<file path="src/rtl/lru_channel_allocator_with_steal_core_defines.svh">
// ----------------------------------------------------------------------------
// LRU channel allocator assertion macros
// Shared concurrent-check shorthands, clocked on i_clk, quiet during reset.
// ----------------------------------------------------------------------------
`ifndef LRU_CHANNEL_ALLOCATOR_WITH_STEAL_CORE_DEFINES_SVH
`define LRU_CHANNEL_ALLOCATOR_WITH_STEAL_CORE_DEFINES_SVH

// Same-cycle implication.
`define LCA_ASSERT_NOW(label, ante, cons) \
    label: assert property (@(posedge i_clk) disable iff (!i_rst_n) \
        (ante) |-> (cons)) else $error("lca check failed");

// Next-cycle implication.
`define LCA_ASSERT_NEXT(label, ante, cons) \
    label: assert property (@(posedge i_clk) disable iff (!i_rst_n) \
        (ante) |=> (cons)) else $error("lca check failed");

`endif

</file>
<file path="src/rtl/lca_pkg.sv">
// ----------------------------------------------------------------------------
// LRU channel allocator package
// Register indexes, fixed widths and the per-cell control bundle.
// ----------------------------------------------------------------------------
package lca_pkg;

    localparam int CFG_W = 5;   // configuration data width
    localparam int CH_W  = 5;   // MIDI channel field width

    localparam logic CFG_FIRST_CHANNEL = 1'b0;
    localparam logic CFG_CHANNEL_COUNT = 1'b1;

    localparam logic [CFG_W-1:0] FIRST_CHANNEL_RST = 5'd2;
    localparam logic [CFG_W-1:0] CHANNEL_COUNT_RST = 5'd15;

    localparam logic MODE_CLEAR = 1'b1;

    // Update command for one channel cell.
    typedef struct packed {
        logic clr;  // free the channel
        logic wr;   // place the current note on the channel
    } t_cell_ctl;

endpackage

</file>
<file path="src/rtl/lca_cell.sv">
// ----------------------------------------------------------------------------
// LRU channel allocator cell
// Holds one channel's state and refines the traveling best candidate.
// ----------------------------------------------------------------------------
module lca_cell #(
    parameter int INDEX     = 0,
    parameter int IDX_W     = 4,
    parameter int TIME_BITS = 32,
    parameter int ID_BITS   = 16
) (
    input  logic                  i_clk,
    input  logic                  i_rst_n,
    input  lca_pkg::t_cell_ctl    i_ctl,
    input  logic                  i_active,
    input  logic [TIME_BITS-1:0]  i_wr_end,
    input  logic [TIME_BITS-1:0]  i_wr_start,
    input  logic [ID_BITS-1:0]    i_wr_id,
    input  logic                  i_tok,
    input  logic [IDX_W-1:0]      i_idx,
    input  logic [TIME_BITS-1:0]  i_ft,
    input  logic [ID_BITS-1:0]    i_note,
    input  logic [TIME_BITS-1:0]  i_ostart,
    output logic                  o_tok,
    output logic [IDX_W-1:0]      o_idx,
    output logic [TIME_BITS-1:0]  o_ft,
    output logic [ID_BITS-1:0]    o_note,
    output logic [TIME_BITS-1:0]  o_ostart
);
    import lca_pkg::*;

    logic [TIME_BITS-1:0] r_ft;
    logic [ID_BITS-1:0]   r_note;
    logic [TIME_BITS-1:0] r_start;
    logic                 r_tok;
    logic [IDX_W-1:0]     r_idx;
    logic [TIME_BITS-1:0] r_cft;
    logic [ID_BITS-1:0]   r_cnote;
    logic [TIME_BITS-1:0] r_cstart;
    logic                 w_take;

    // Strictly lower free time wins, so ties stay with the lower index.
    assign w_take = (INDEX == 0) || (i_active && (r_ft < i_ft));

    always_ff @(posedge i_clk) begin
        if (!i_rst_n) begin
            r_ft    <= '0;
            r_note  <= '0;
            r_start <= '0;
        end else if (i_ctl.clr) begin
            r_ft <= '0;
        end else if (i_ctl.wr) begin
            r_ft    <= i_wr_end;
            r_note  <= i_wr_id;
            r_start <= i_wr_start;
        end
    end

    always_ff @(posedge i_clk) begin
        if (!i_rst_n) begin
            r_tok <= 1'b0;
        end else begin
            r_tok <= i_tok;
        end
    end

    // Hold the candidate once the token has passed.
    always_ff @(posedge i_clk) begin
        if (i_tok) begin
            r_idx    <= w_take ? IDX_W'(INDEX) : i_idx;
            r_cft    <= w_take ? r_ft : i_ft;
            r_cnote  <= w_take ? r_note : i_note;
            r_cstart <= w_take ? r_start : i_ostart;
        end
    end

    assign o_tok    = r_tok;
    assign o_idx    = r_idx;
    assign o_ft     = r_cft;
    assign o_note   = r_cnote;
    assign o_ostart = r_cstart;

endmodule

</file>
<file path="config.mk">
export PLATFORM = sky130hd
export DESIGN_NAME = lca_cell
export DESIGN_NICKNAME = d
export VERILOG_FILES = /design/src/rtl/lru_channel_allocator_with_steal_core_defines.svh /design/src/rtl/lca_pkg.sv /design/src/rtl/lca_cell.sv
export SDC_FILE = /design/constraint.sdc
export NUM_CORES = 1
export LEC_CHECK = 0
export ABC_CLOCK_PERIOD_IN_PS = 1200
export BUFFER_PORTS_ARGS = -buffer_cell sky130_fd_sc_hd__buf_2
export CORE_ASPECT_RATIO = 1.2
export CORE_MARGIN = 2
export CORE_UTILIZATION = 36
export DETAILED_ROUTE_END_ITERATION = 8
export PLACE_DENSITY = 0.75
export SLEW_MARGIN = 30
export SYNTH_ARGS = -nofsm -noshare
export SYNTH_HDL_FRONTEND = slang
export SYNTH_SLANG_ARGS = --single-unit
</file>
<file path="constraint.sdc">
create_clock -name i_clk -period 1.2 [get_ports i_clk]
set_input_delay 0.24 -clock i_clk [delete_from_list [all_inputs] [get_ports i_clk]]
set_output_delay 0.24 -clock i_clk [all_outputs]
set_load 0.05 [all_outputs]
</file>
* Word level (Yosys, flattened, before mapping) *
Index checks and enable logic that the tools add are counted.

operators by class
  bitwise logic cells = 2
  reductions and logical operators = 2

operators by type and width
  cell               number
  $not A1 Y1         2
  $reduce_and A2 Y1  1
  $reduce_or A2 Y1   1

storage, ports and cells
  flip-flop bits (word level) = 161
  input bits = 170
  output and inout port bits = 85
  word-level logic and storage cells = 11

* Logic depth before layout (Yosys ltp) *
Gate-level depths: netlist (run 1).

  word-level depth = 2
  mapped depth = 6
  depth with buffers taken out = 2

* Worst setup path before layout (run 1) *
Ideal clock, no wire load.

  path type = input to register
  start = in i_ctl[0] in the netlist's numbering
  end = reg r_note[0]
  setup time = 0.072 ns
  data arrival time = 1.024 ns
  required time = 1.128 ns
  setup slack = 0.104 ns
  stages on the path = 6
  buffers on the path = 4
  cells stage by stage = buf_6 > nor2b_4 > buf_6 > buf_6 > buf_6 > mux2i_1

between the ends
  cells in the longest elaborated chain, start to end = 1

ends and longest elaborated chain
  element                      RTL line        RTL
  from (decl)                  lca_cell.sv:13  input lca_pkg::t_cell_ctl i_ctl,
  $reduce_and A2 Y1 (no line)  --
  to (signal assigned)         lca_cell.sv:53  r_note <= i_wr_id;
  to (decl)                    lca_cell.sv:32  logic [ID_BITS-1:0] r_note;

Every way passes these cells.
A chain may end at the register's enable or synchronous reset.

* Worst setup path in the final report (run 1) *
  start = reg r_cft[0] (netlist: o_ft[0])
  end = out o_ft[0]

RTL lines
  element                 RTL line        RTL
  from (decl)             lca_cell.sv:36  logic [TIME_BITS-1:0] r_cft;
  from (signal assigned)  lca_cell.sv:70  r_cft <= w_take ? r_ft : i_ft;
  to (decl)               lca_cell.sv:25  output logic [TIME_BITS-1:0] o_ft,

No word-level cell between the ends.

==> results of run 1 <==
==> cells in the mapped netlist <==
cell | n | area (µm²)
nor2b_4 | 1 | 13.76
buf_2 | 4 | 20.02
buf_1 | 1 | 3.750
buf_4 | 7 | 52.55
edfxtp_1 | 80 | 2402
dfxtp_1 | 81 | 1622
clkbuf_1 | 11 | 41.29
conb_1 | 1 | 3.750
mux2i_1 | 80 | 800.8
buf_6 | 5 | 56.30
nor2_1 | 32 | 120.1
nand2b_1 | 1 | 6.260
nand2_1 | 96 | 360.4
and2_1 | 1 | 6.260
==> power groups by stage <==
stage	clock (W)	sequential (W)	combinational, W
2_1_floorplan	0	0.00680	0.000370
3_3_place_gp	0	0.00626	0.00133
3_5_place_dp	0	0.00627	0.00135
4_1_cts	0.00520	0.00620	0.00153
5_1_grt	0.00541	0.00622	0.00160
6_report	0.00506	0.00620	0.00151
==> cells by family (layout without fill, tap and decap cells) <==
kind of cell | Yosys count | count (layout) | share of synthesized area
buf+inv | 28 | 209 | 0.03157
flops | 161 | 161 | 0.7304
mux | 80 | 80 | 0.1454
other cells | 1 | 4 | 0.0006807
simple gates | 131 | 131 | 0.09199
==> registers in the layout, summed over array words and instances, names as in the netlist <==
signal    cells
r_ft         32
o_tok         1
r_note       16
o_ostart     32
o_ft         32
r_start      32
o_note       16
==> routing by layer <==
layer | wire length [µm] | GRT usage | vias up | share of wire
met5 | 0 | 0 | - | 0
met4 | 223 | 0.06687 | 0 | 0.020
met3 | 760 | 0.05270 | 18 | 0.067
met2 | 5671 | 0.2303 | 119 | 0.50
met1 | 4649 | 0.1687 | 1626 | 0.41
li1 | - | - | 1703 | -
==> metrics by stage <==
step | cells | setup TNS (ns) | utilization | total power (W) | setup slack [ns]
final | 789 | -0.6027 | 0.5124 | 0.01277 | -0.04468
after global routing | 789 | -3.829 | 0.5124 | 0.01324 | -0.08091
after CTS | 789 | -2.726 | 0.5124 | 0.01292 | -0.06772
after detailed placement | 757 | 0 | 0.4417 | 0.007621 | 0.02596
after global placement | 757 | 0 | 0.4417 | 0.007582 | 0.07819
after floorplan | 404 | 0 | - | 0.007172 | 0.1045
==> area by class of cell <==
cell class | count | area (µm²) | share of cell area
clock inverter | 12 | 117.6 | 0.01534
sequential | 161 | 4024 | 0.5250
tap | 204 | 255.2 | 0.03330
clock buffer | 20 | 436.7 | 0.05697
multi-input combinational | 215 | 1323 | 0.1725
timing repair buffer | 177 | 1509 | 0.1969
==> worst max-delay path by stage <==
stage	startpoint	endpoint	slack, ns	depth (start not counted)
after floorplan	i_ctl[0]	r_note[0]	0.10	6
after global placement	i_ctl[0]	r_note[5]	0.08	4
after detailed placement	i_ctl[0]	r_start[0]	0.03	4
after CTS	o_note[5]	o_note[5]	-0.07	1
after global routing	o_ostart[4]	o_ostart[4]	-0.08	1
final	o_ft[0]	o_ft[0]	-0.04	1
==> impl_metrics.py, run 1 <==
metrics = {
    "clock_tree": {
        "cts_hold_repair.buffers": 0,
        "worst_setup_hold_path_clk_slew_ns": 0.06,
        "clockRootBuffer": "clkbuf_16",
        "tritoncts": "yes",
        "clock_path_buffers": 2,
        "cts_max_level": 4,
        "cts-resized-gates": 161,
        "cts.sinks": 161,
        "cts_post_setup_buffers_inserted": 0,
        "cts_buf_count": 17,
        "insertion_delay_ns": 0.41,
    },
    "timing": {
        "final_setup_fails": 43,
        "hold_viol": 0,
        "finalWorstPathRequiredPeriod_ns": 1.245,
        "fin_skew_ns": 0.003006,
        "rsz0062_at_grt": "true",
        "final_min_period_over_clock_period": 1.037,
        "max_slew_violations": 0,
        "final_critical_path_setup_slack_ns": -0.04468,
        "achievable-frequency_mhz": 803.4,
        "worst_hold_slack_ns": 0.06547,
    },
    "logic_synthesis": {
        "syn-mean-instance-area_um2": 13.74,
        "netlist_area_before_placement_um2": 5509,
        "synth_warnings": 0,
        "sequential_area_share_after_synthesis": 0.7304,
        "synthCells": 401,
        "count_of_cell_types_in_the_netlist": 14,
        "synth-seq-cells": 161,
    },
    "floorplan": {
        "initial_core_util": 0.3683,
        "row_count": 49,
        "floorplan.io_pins": 255,
        "floorplan.die_area_um2": 16310,
        "chip_width_um": 116.9,
        "die_span_y_um": 139.5,
        "fp.coreArea_um2": 14960,
    },
    "worst_setup_path": {
        "critical_path.reg2reg.startpoint": "r_ft[12]",
        "crit_path_cell_trace": "buf_6",
        "type_of_destination_of_the_critical_path": "primary output",
        "critical_path.slowest_cell": "edfxtp_1",
        "cp-start-kind": "register",
        "critical_path.reg2reg.endpoint": "r_ft[12]",
        "critical_path.max_stage_delay_ns": 0.41,
        "r2r_cells": 2,
        "worst-setup-path-type": "reg2out",
        "timing.critical_path.fanout_max": 1,
        "worstPathBufferInverterCount": 1,
        "worst_path_dominant_cell_family": "flip-flops",
        "timing.critical_path.arrival_ns": 1.00,
        "reg2reg_slack_ns": 0.57,
        "worst-endpoint-required_ns": 0.96,
    },
    "final_layout": {
        "fillers": 1289,
        "antenna_cells": 0,
        "layout_commonest_cell": "nand2_1",
        "design.final.nets": 742,
        "most-common-layout-cells": "nand2_1 (96), buf_2 (83), dfxtp_1 (81)",
        "post-route-cell-area_um2": 7665,
        "layout_cell_share_with_drive_strength_beyond_1": 0.3470,
        "flow.area_growth_from_synthesis_pct": 39.13,
    },
    "global_routing": {
        "grt.overflow.total": 0,
        "maximum_number_of_pins_on_one_net_before_global_route_repair": 52,
        "antenna_found_initial": 0,
        "grt_pass1_vias": 3506,
        "wire_length_of_the_first_global_routing_pass_um": 17600,
        "grt_use_total": 0.1432,
    },
    "routing": {
        "detailedRoute.firstIterationViolations": 153,
        "dr.pass1.iters": 5,
        "drt_drc_violations_left": 0,
        "ant_nets": 0,
        "detail_route.wirelength_um": 11310,
        "vias": 3466,
        "detail_route.wl_per_cell_um": 14.33,
        "avgViaCountPerCell": 4.393,
    },
    "power": {
        "worst_ir_drop_vdd_mv": 0.7832,
        "power.switching_w": 0.003111,
        "power.share.clock": 0.396,
        "power.share.switching": 0.2436,
        "power_report.internal_total_w": 0.009661,
        "pwr-share-seq": 0.485,
        "power-per-cell-area_nw_per_um2": 1666,
        "combinational_power_share": 0.118,
        "power_leakage_nw": 3.253,
    },
    "hold_path": {
        "timing.hold.worst_path_depth": 3,
        "worst_hold_path.endpoint": "r_ft[18]",
        "timing.hold.worst.class": "in2reg",
        "timing.hold.worst.start": "i_wr_end[18]",
    },
    "placement": {
        "port-buffer-count": 165,
        "placedInstanceArea_um2": 6608,
        "dp_hpwl_um": 7859,
        "place.gp.congestion": 0.7825,
    },
    "status": {
        "status": "finished, violations left",
        "failed_checks": "setup timing",
    },
    "job": {
        "cap_violations": 0,
    },
}
Power figures use the tool's default switching activity.
==> run 2: changes to the inputs <==
Settings changed: BUFFER_PORTS_ARGS -buffer_cell sky130_fd_sc_hd__buf_2 to default, DONT_BUFFER_PORTS from default to 1, PLACE_DENSITY 0.75 to 0.61.
==> run 2 against run 1 <==
The run now fails in 4_1_cts; synthesized cell count is the same; area after synthesis is the same.
==> impl_metrics.py, run 2 <==
metrics = {
    "logic_synthesis": {
        "netlist_top_cells_count": "nand2_1 (96), dfxtp_1 (81), edfxtp_1 (80), mux2i_1 (80), nor2_1 (32)",
        "syn-mean-instance-area_um2": 13.74,
        "synth_warnings": 0,
        "yosysTopAreaCell": "edfxtp_1",
        "synth-seq-cells": 161,
        "synth.top_cell.area_share": 0.4361,
        "count_of_cell_types_in_the_netlist": 14,
        "sequential_area_share_after_synthesis": 0.7304,
        "post-synth-top-count-cell": "nand2_1",
        "synth_area_leaders": "edfxtp_1 (44%), dfxtp_1 (29%), mux2i_1 (15%)",
        "edff_count_synth": 80,
        "synthCells": 401,
        "ys.flop_type": "dfxtp_1",
        "netlist_area_before_placement_um2": 5509,
        "synth_async_sr_flop_share": 0,
    },
    "status": {
        "status": "did not finish",
        "lastStage": "4_1_cts",
        "error_message": "[ERROR RSZ-0060] Max buffer count reached.",
    },
    "clock_tree": {
        "cts_post_setup_buffers_inserted": 0,
        "cts.sinks": 161,
        "cts_max_level": 4,
        "clock_path_buffers": 2,
        "clockRootBuffer": "clkbuf_16",
        "cts_hold_repair.buffers": 130,
        "cts_buf_count": 17,
        "cts-resized-gates": 25,
    },
    "placement": {
        "placedCellCount": 607,
        "port-buffer-count": 0,
        "dp_hpwl_um": 6728,
        "placedInstanceArea_um2": 5842,
        "place.gp.congestion": 0.7115,
    },
    "floorplan": {
        "floorplan.io_pins": 255,
        "die_span_y_um": 139.5,
        "initial_core_util": 0.3683,
        "row_count": 49,
        "chip_width_um": 116.9,
    },
}
## run 2: metrics by stage
stage / worst slack, ns / hold WS, ns
2_1_floorplan: 0.1045 / 0.3525
3_3_place_gp: 0.2591 / 0.3598
3_5_place_dp: 0.2126 / 0.3608
## run 2: cells by family after synthesis
family | after synthesis | share of synthesized area
other | 1 | 0.0006807
and+or+nand+nor | 131 | 0.09199
buffers and inverters | 28 | 0.03157
muxes | 80 | 0.1454
DFF | 161 | 0.7304
==> run 3: changes to the inputs <==
Settings changed: CORE_ASPECT_RATIO 1.2 to default, CORE_UTILIZATION 36 to 21, PLACE_DENSITY 0.61 to default, PLACE_DENSITY_LB_ADDON from default to 0.15.
==> run 3 against run 2 <==
The run again fails in 4_1_cts; synthesized cell count is the same; area after synthesis is the same.
==> impl_metrics.py, run 3 <==
metrics = {
    "placement": {
        "placedCellCount": 747,
        "dp_hpwl_um": 7338,
        "place.gp.congestion": 0.6872,
        "port-buffer-count": 0,
    },
    "logic_synthesis": {
        "netlist_top_cells_count": "nand2_1 (96), dfxtp_1 (81), edfxtp_1 (80), mux2i_1 (80), nor2_1 (32)",
        "count_of_cell_types_in_the_netlist": 14,
        "synth-seq-cells": 161,
        "sequential_area_share_after_synthesis": 0.7304,
        "syn-mean-instance-area_um2": 13.74,
        "synth.top_cell.area_share": 0.4361,
        "ys.flop_type": "dfxtp_1",
        "yosysTopAreaCell": "edfxtp_1",
        "post-synth-top-count-cell": "nand2_1",
        "synth_area_leaders": "edfxtp_1 (44%), dfxtp_1 (29%), mux2i_1 (15%)",
        "edff_count_synth": 80,
        "synth_async_sr_flop_share": 0,
        "netlist_area_before_placement_um2": 5509,
        "synthCells": 401,
        "synth_warnings": 0,
    },
    "floorplan": {
        "floorplan.io_pins": 255,
        "row_count": 59,
        "initial_core_util": 0.2126,
        "die_span_y_um": 166.0,
        "chip_width_um": 166.0,
    },
    "clock_tree": {
        "cts.sinks": 161,
        "cts_max_level": 4,
        "cts_hold_repair.buffers": 157,
        "cts_buf_count": 17,
        "cts_post_setup_buffers_inserted": 0,
        "cts-resized-gates": 33,
        "clockRootBuffer": "clkbuf_16",
        "clock_path_buffers": 2,
    },
    "status": {
        "lastStage": "4_1_cts",
        "error_message": "[ERROR RSZ-0060] Max buffer count reached.",
        "status": "did not finish",
    },
}
run 3: cell families after synthesis:
logic type             after synthesis  share of synthesized area
buffers and inverters               28                    0.03157
flip-flops                         161                     0.7304
multiplexers                        80                     0.1454
other                                1                  0.0006807
AND/OR/NAND/NOR                    131                    0.09199
run 3: stage by stage:
stage                     setup WS [ns]  instance area (µm²)
after detailed placement         0.1739                 6048
after floorplan                  0.1045                 5520
after global placement           0.1858                 6048
